$ cat config.mk
export PLATFORM = sky130hd
export DESIGN_NAME = smpq_cell
export DESIGN_NICKNAME = d
export VERILOG_FILES = /design/src/rtl/assert_macros.svh /design/src/rtl/smpq_pkg.sv /design/src/rtl/smpq_cell.sv
export SDC_FILE = /design/constraint.sdc
export NUM_CORES = 1
export LEC_CHECK = 0
export ABC_AREA = 1
export BUFFER_PORTS_ARGS = -buffer_cell sky130_fd_sc_hd__buf_2
export CAP_MARGIN = 20
export CORE_ASPECT_RATIO = 0.8
export CORE_MARGIN = 2
export CORE_UTILIZATION = 49
export DETAILED_ROUTE_END_ITERATION = 8
export PLACE_DENSITY_LB_ADDON = 0.2
export SYNTH_ARGS = -nofsm -noshare
export SYNTH_HDL_FRONTEND = slang
export SYNTH_SLANG_ARGS = --single-unit
$ cat constraint.sdc
create_clock -name i_clk -period 5.5 [get_ports i_clk]
set_input_delay 0.825 -clock i_clk [delete_from_list [all_inputs] [get_ports i_clk]]
set_output_delay 0.825 -clock i_clk [all_outputs]
set_load 0.005 [all_outputs]
$ cat src/rtl/assert_macros.svh
`ifndef ASSERT_MACROS_SVH
`define ASSERT_MACROS_SVH

// Concurrent checks, sampled on i_clk and held off while i_rst_n is low.
`define ASSERT_NOW(label, expr, msg) \
    label: assert property (@(posedge i_clk) disable iff (!i_rst_n) (expr)) else $error(msg);

`define ASSERT_IMPL(label, ante, cons, msg) \
    label: assert property (@(posedge i_clk) disable iff (!i_rst_n) (ante) |-> (cons)) \
        else $error(msg);

`define ASSERT_NEXT(label, ante, cons, msg) \
    label: assert property (@(posedge i_clk) disable iff (!i_rst_n) (ante) |=> (cons)) \
        else $error(msg);

`endif

$ cat src/rtl/smpq_pkg.sv
`timescale 1ns / 1ps
`default_nettype none

package smpq_pkg;

    localparam int CAPACITY = 64;
    localparam int TIME_W   = 32;
    localparam int CNT_W    = $clog2(CAPACITY + 1);

    localparam logic REQ_INSERT = 1'b0;
    localparam logic REQ_REMOVE = 1'b1;

    typedef struct packed {
        logic              req_type;
        logic [TIME_W-1:0] timestamp;
    } t_req;

    typedef struct packed {
        logic              removed_valid;
        logic [TIME_W-1:0] removed_time;
        logic              insert_dropped;
        logic [TIME_W-1:0] head_time;
        logic [CNT_W-1:0]  entry_count;
        logic              is_empty;
        logic              is_full;
    } t_res;

    // Operation broadcast to every cell of the chain.
    typedef struct packed {
        logic              ins;
        logic              rem;
        logic [TIME_W-1:0] ts;
    } t_cell_op;

endpackage

`default_nettype wire

$ cat src/rtl/smpq_cell.sv
`timescale 1ns / 1ps
`default_nettype none

module smpq_cell
    import smpq_pkg::*;
(
    input  wire logic              i_clk,
    input  wire t_cell_op          i_op,
    input  wire logic [CNT_W-1:0]  i_count,
    input  wire logic [CNT_W-1:0]  i_idx,
    input  wire logic [TIME_W-1:0] i_left_val,
    input  wire logic              i_left_take,
    input  wire logic [TIME_W-1:0] i_right_val,
    output logic [TIME_W-1:0]      o_val,
    output logic                   o_take
);

    logic [TIME_W-1:0] r_val;
    logic [TIME_W-1:0] n_val;
    logic              w_occ;

    assign w_occ  = i_idx < i_count;
    // Free cells and cells holding a larger value take part in the insert shift.
    assign o_take = !w_occ || (r_val > i_op.ts);
    assign o_val  = r_val;

    always_comb begin
        n_val = r_val;
        if (i_op.ins) begin
            if (o_take) begin
                n_val = i_left_take ? i_left_val : i_op.ts;
            end
        end else if (i_op.rem) begin
            n_val = i_right_val;
        end
    end

    always_ff @(posedge i_clk) begin
        r_val <= n_val;
    end

endmodule

`default_nettype wire
==> impl_metrics.env, run 1 <==
export IMPL_relSlewSlack_pct=53.3
export IMPL_violations="design-rule violations"
export IMPL_hold_depth=3
export IMPL_drv_cap=0
export IMPL_finalMaxSlewViolations=0
export IMPL_dp_worst_setup_slack_ps=2260
export IMPL_post_cts_buffers=0
export IMPL_max_slew_worst_pin_slew_ps=699
export IMPL_core_um2=5090
export IMPL_crit_path_end_kind="flip-flop"
export IMPL_die_x_um=85.7
export IMPL_place_gp_congestion=0.854
export IMPL_worstSetupStartpointType="input pin"
export IMPL_io_pins=147
export IMPL_antenna_found_initial=0
export IMPL_p_leak_nw=1.90
export IMPL_p_sw_share_pct=29.5
export IMPL_critical_path_buf_inv_count=4
export IMPL_intPower_w=0.000544
export IMPL_synth_top_family_by_area="simple AND/OR/NAND/NOR gates"
export IMPL_synth_compound_area_share_pct=17.4
export IMPL_final_common_cell="buf_2"
export IMPL_slowest_delay_ps=540
export IMPL_timing_final_crit_share_pct=53.2
export IMPL_grt_pass1_wl_um=11400
export IMPL_synthSimpleGateAreaFrac_pct=18.5
export IMPL_drt_first_pass_iters=7
export IMPL_die_y_um=69.4
export IMPL_place_hpwl_um=5410
export IMPL_worstPathRequired_ps=5470
export IMPL_diodes=0
export IMPL_start_util_pct=51.4
export IMPL_clock_sinks=32
export IMPL_synth_seq_cells=32
export IMPL_fin_skew_ps=5.26
export IMPL_synth_async_sr_flop_share_pct=0
export IMPL_pwr_share_clk_pct=28.4
export IMPL_final_layout_size_suffix_gt1_share_pct=33.1
export IMPL_viasPerCell=5.00
export IMPL_wl_per_cell_um=12.8
export IMPL_max_freq_ghz=0.342
export IMPL_status="finished, violations left"
export IMPL_drtIter0Drc=131
export IMPL_drc_errors=10
export IMPL_r2r_cells=14
export IMPL_routed_wl_um=7020
export IMPL_synth_fa_ha_area_share_pct=18.2
export IMPL_path_cells="buf_2, inv_1, ha_1, nand2_1, nor2_1, nand2_1, inv_1, nand2_1, nand2_1, nand2_1, nand2_1, nand2_1, nand2_2, nand2_1, nand2_1, buf_4"
export IMPL_yosysWarnings=0
export IMPL_cp_depth=16
export IMPL_ys_seq_area_share_pct=36.7
export IMPL_clk_latency_ps=280
export IMPL_layout_area_overhead_vs_synth_pct=33.0
export IMPL_setup_viol=0
export IMPL_cts_resized=0
export IMPL_crit_fanout=17
export IMPL_peakVddDrop_mv=0.169
export IMPL_largest_reg_flops=32
export IMPL_period_needed_ps=2920
export IMPL_synthDistinctLibCells=21
export IMPL_worst_slack_ps=2580
export IMPL_power_density_nw_per_um2=221
export IMPL_slowest_stage="nand2_1"
export IMPL_rsz0062_at_grt="false"
export IMPL_cts_clk_slew_worst_paths_ps=70
export IMPL_critPathKind="in -> reg"
export IMPL_crit_family="simple AND/OR/NAND/NOR gates"
export IMPL_layout_common_cells="146 x buf_2, 76 x nand2_1, 46 x inv_1, 41 x nor2_1, 38 x ha_1"
export IMPL_final_hold_viol_count=0
export IMPL_nets=638
export IMPL_sequentialPowerShare_pct=41.7
export IMPL_synth_flop_cell="edfxtp_1"
export IMPL_fillers=426
export IMPL_clock_path_buffers=2
export IMPL_gr_total_overflow=0
export IMPL_syn_inst=344
export IMPL_muxShareOfSynthArea_pct=0
export IMPL_worstPathArrival_ps=2890
export IMPL_avgSynthCellArea_um2=7.61
export IMPL_min_path_type="in -> reg"
export IMPL_root_buffer="clkbuf_8"
export IMPL_htreeDepth=2
export IMPL_path_common_cell="nand2_1"
export IMPL_numPortBuffers=146
export IMPL_comb_power_share_pct=29.9
export IMPL_antenna_left=0
export IMPL_num_rows=23
export IMPL_tritoncts="done"
export IMPL_synth_edf_count=32
export IMPL_postCtsHoldBufs=0
export IMPL_synth_area_um2=2620
export IMPL_synth_xor_area_share_pct=0
export IMPL_cts_buffers=5
export IMPL_tns_ps=0
export IMPL_p_switching_w=0.000228
export IMPL_grt_pass1_vias=2667
export IMPL_grt_max_degree=35
export IMPL_syn_num_nets=496
export IMPL_dr_total_vias=2746
export IMPL_dieArea_um2=5950
export IMPL_track_usage_pct=23.7
metal layers:
| metal | global-route usage (%) | routed length [um] | up-vias |
|---|---|---|---|
| li1 | - | - | 1427 |
| met1 | 29.6 | 3030 | 1196 |
| met2 | 40.5 | 3270 | 113 |
| met3 | 6.43 | 609 | 10 |
| met4 | 6.35 | 102 | 0 |
| met5 | 0 | 0 | - |
synth_stat cells (3+ instances only):
master    instances  share of area, %
a21oi_1          16               3.1
o21ai_1          33               6.3
inv_2             3              0.43
edfxtp_1         32                37
nand3_1           3              0.57
nor2_1           41               5.9
o21ai_0          34               6.5
clkbuf_1          9               1.3
nand2_1          76                11
inv_1            46               6.6
ha_1             38                18
per-stage QoR:
stage | power [W] | hold slack [ps] | std cells | area, um^2 | utilization [%]
after floorplan | 0.000453 | 1020 | 344 | 2620 | -
after global placement | 0.000550 | 1110 | 541 | 3380 | 66.3
after detailed placement | 0.000558 | 1120 | 541 | 3380 | 66.3
after CTS | 0.000776 | 822 | 549 | 3480 | 68.4
after global routing | 0.000821 | 829 | 549 | 3480 | 68.4
final | 0.000771 | 828 | 549 | 3480 | 68.4
logic make-up after synthesis:
kind of cell,count (synthesis)
flip-flops,32
buffers and inverters,61
adder cells (fa/ha/maj),38
AND/OR/NAND/NOR,125
AO/OA/AOI/OAI,88
layout make-up:
class	count	area (um^2)	area share [%]
multi-input combinational	251	1420	40.7
sequential	32	961	27.6
tap	62	77.6	2.23
timing repair buffer	147	738	21.2
inverter	49	184	5.28
clock inverter	3	37.5	1.08
clock buffer	5	68.8	1.98
worst min-delay path, stage by stage:
cell     delay [ps]
buf_2            80
nand2_1          40
o21ai_1          50
final timing paths:
check	start	to	slack [ps]
worst max-delay path	i_op[15]	o_val[4]	2580
worst min-delay path	i_right_val[21]	o_val[21]	830
worst max register to register	o_val[15]	o_val[4]	2830
worst min register to register	o_val[16]	o_val[26]	1640
power groups by stage:
stage / sequential, W / clock [W] / combinational, W
2_1_floorplan: 0.000330 / 0 / 0.000123
3_3_place_gp: 0.000327 / 0 / 0.000224
3_5_place_dp: 0.000327 / 0 / 0.000231
4_1_cts: 0.000322 / 0.000222 / 0.000232
5_1_grt: 0.000326 / 0.000229 / 0.000266
6_report: 0.000322 / 0.000219 / 0.000231
No activity file was read; power rests on OpenSTA's default activity.
==> run 2, diff against run 1 <==
--- a/config.mk
+++ b/config.mk
@@ -10,7 +10,7 @@
 export CAP_MARGIN = 20
 export CORE_ASPECT_RATIO = 0.8
 export CORE_MARGIN = 2
-export CORE_UTILIZATION = 49
+export CORE_UTILIZATION = 45
 export DETAILED_ROUTE_END_ITERATION = 8
 export PLACE_DENSITY_LB_ADDON = 0.2
 export SYNTH_ARGS = -nofsm -noshare
==> constraint.sdc (replaced) <==
create_clock -name i_clk -period 2.89 [get_ports i_clk]
set_input_delay 0.4335 -clock i_clk [delete_from_list [all_inputs] [get_ports i_clk]]
set_output_delay 0.4335 -clock i_clk [all_outputs]
set_load 0.005 [all_outputs]
==> impl_metrics.env, run 2 (same netlist as run 1, synthesis figures left out) <==
export IMPL_dr_total_vias=2745
export IMPL_tns_ps=0
export IMPL_power_density_nw_per_um2=393
export IMPL_finalMaxSlewViolations=0
export IMPL_crit_path_end_kind="output port"
export IMPL_place_gp_congestion=0.832
export IMPL_rsz0062_at_grt="false"
export IMPL_postCtsHoldBufs=0
export IMPL_die_y_um=72.2
export IMPL_final_layout_size_suffix_gt1_share_pct=33.7
export IMPL_max_freq_ghz=0.437
export IMPL_sequentialPowerShare_pct=44.6
export IMPL_layout_common_cells="146 x buf_2, 76 x nand2_1, 46 x inv_1, 41 x nor2_1, 38 x ha_1"
export IMPL_core_um2=5530
export IMPL_tritoncts="done"
export IMPL_p_switching_w=0.000425
export IMPL_r2r_end="o_val[10]"
export IMPL_antenna_left=0
export IMPL_p_sw_share_pct=30.9
export IMPL_relSlewSlack_pct=62.4
export IMPL_start_util_pct=47.4
export IMPL_final_common_cell="buf_2"
export IMPL_cts_clk_slew_worst_paths_ps=70
export IMPL_clk_latency_ps=280
export IMPL_holdPathEnd="o_val[22]"
export IMPL_cts_resized=0
export IMPL_drtIter0Drc=76
export IMPL_fillers=522
export IMPL_r2r_slack_ps=740
export IMPL_track_usage_pct=21.8
export IMPL_r2r_cells=14
export IMPL_hold_depth=3
export IMPL_worstPathRequired_ps=2460
export IMPL_diodes=0
export IMPL_clock_sinks=32
export IMPL_max_slew_worst_pin_slew_ps=563
export IMPL_wl_per_cell_um=12.3
export IMPL_drc_errors=0
export IMPL_largest_reg_flops=32
export IMPL_routed_wl_um=7010
export IMPL_antenna_found_initial=0
export IMPL_root_buffer="clkbuf_8"
export IMPL_nets=642
export IMPL_die_x_um=89.3
export IMPL_fin_skew_ps=4.62
export IMPL_layout_area_overhead_vs_synth_pct=33.8
export IMPL_numPortBuffers=146
export IMPL_clock_path_buffers=2
export IMPL_grt_max_degree=34
export IMPL_comb_power_share_pct=32.2
export IMPL_viasPerCell=4.83
export IMPL_p_leak_nw=1.91
export IMPL_num_rows=24
export IMPL_gr_total_overflow=0
export IMPL_min_path_type="in -> reg"
export IMPL_crit_fanout=2
export IMPL_hp_start="i_right_val[22]"
export IMPL_place_hpwl_um=5640
export IMPL_final_hold_viol_count=0
export IMPL_critPathKind="reg -> out"
export IMPL_htreeDepth=2
export IMPL_worstSetupStartpointType="flip-flop"
export IMPL_worstPathArrival_ps=1850
export IMPL_intPower_w=0.000952
export IMPL_setup_viol=0
export IMPL_period_needed_ps=2290
export IMPL_place_area_um2=3430
export IMPL_drv_cap=0
export IMPL_cts_buffers=5
export IMPL_status="finished clean"
export IMPL_timing_final_crit_share_pct=79.1
export IMPL_grt_pass1_vias=2654
export IMPL_post_cts_buffers=0
export IMPL_dieArea_um2=6450
export IMPL_pwr_share_clk_pct=23.2
export IMPL_drt_first_pass_iters=4
export IMPL_peakVddDrop_mv=0.295
export IMPL_reg2reg_from="o_val[7]"
export IMPL_final_area_um2=3500
export IMPL_grt_pass1_wl_um=11000
export IMPL_io_pins=147
==> run 2: cell types whose count changed in the layout (fill, tap and decap cells not counted), sizes merged <==
cell    previous run  this run
buf              147       151
bufinv             1         0
clkbuf             5         6
clkinv             2         1
==> run 2: layout make-up <==
| type | instances | area [um^2] | share of cell area [%] |
|---|---|---|---|
| Timing Repair Buffer | 151 | 768 | 21.9 |
| Clock inverter | 1 | 5.00 | 0.143 |
| Multi-Input combinational cell | 251 | 1420 | 40.4 |
| Tap cell | 78 | 97.6 | 2.78 |
| Sequential cell | 32 | 961 | 27.4 |
| Inverter | 49 | 184 | 5.25 |
| Clock buffer | 6 | 72.6 | 2.07 |
==> run 2: worst max-delay path by stage <==
stage / endpoint / cells past startpoint / start
3_3_place_gp: o_val[15] / 16 / i_op[15]
2_1_floorplan: o_val[0] / 12 / i_op[31]
6_report: o_take / 10 / o_val[15]
5_1_grt: o_take / 10 / o_val[11]
3_5_place_dp: o_val[15] / 16 / i_op[15]
4_1_cts: o_take / 10 / o_val[15]
==> run 2: worst max-delay path, cell delays in order (launching register included) <==
cell,delay [ps]
edfxtp_1,400
ha_1,310
a21oi_1,140
o21ai_0,130
a21oi_1,150
nand2_1,80
nand2_1,60
nand2_1,40
nand2_1,80
nand2_2,60
buf_2,140
==> run 2: through the flow <==
step / instances / power (W) / hold slack, ps / util (%) / worst slack (ps)
CTS: 568 / 0.00139 / 429 / 63.4 / 601
floorplan: 344 / 0.000862 / 631 / - / 432
finish: 568 / 0.00138 / 434 / 63.4 / 603
global route: 568 / 0.00147 / 445 / 63.4 / 419
detailed placement: 561 / 0.00107 / 721 / 62.0 / 613
global placement: 561 / 0.00105 / 718 / 62.0 / 669
==> run 2: per-layer routing <==
metal  part of all wire [%]  vias to the layer above  GRT usage (%)
met4                    1.4                        0           6.97
met2                     48                      103           38.8
met3                    7.4                       11           5.01
met1                     43                     1201           25.8
met5                      0                        -              0
li1                       -                     1430              -
==> run 2: power by group through the flow <==
stage,sequential (W),clock [W],combinational (W)
final,0.000614,0.000320,0.000443
after global routing,0.000621,0.000341,0.000513
after CTS,0.000615,0.000324,0.000448
after detailed placement,0.000624,0,0.000444
after global placement,0.000622,0,0.000431
after floorplan,0.000628,0,0.000234
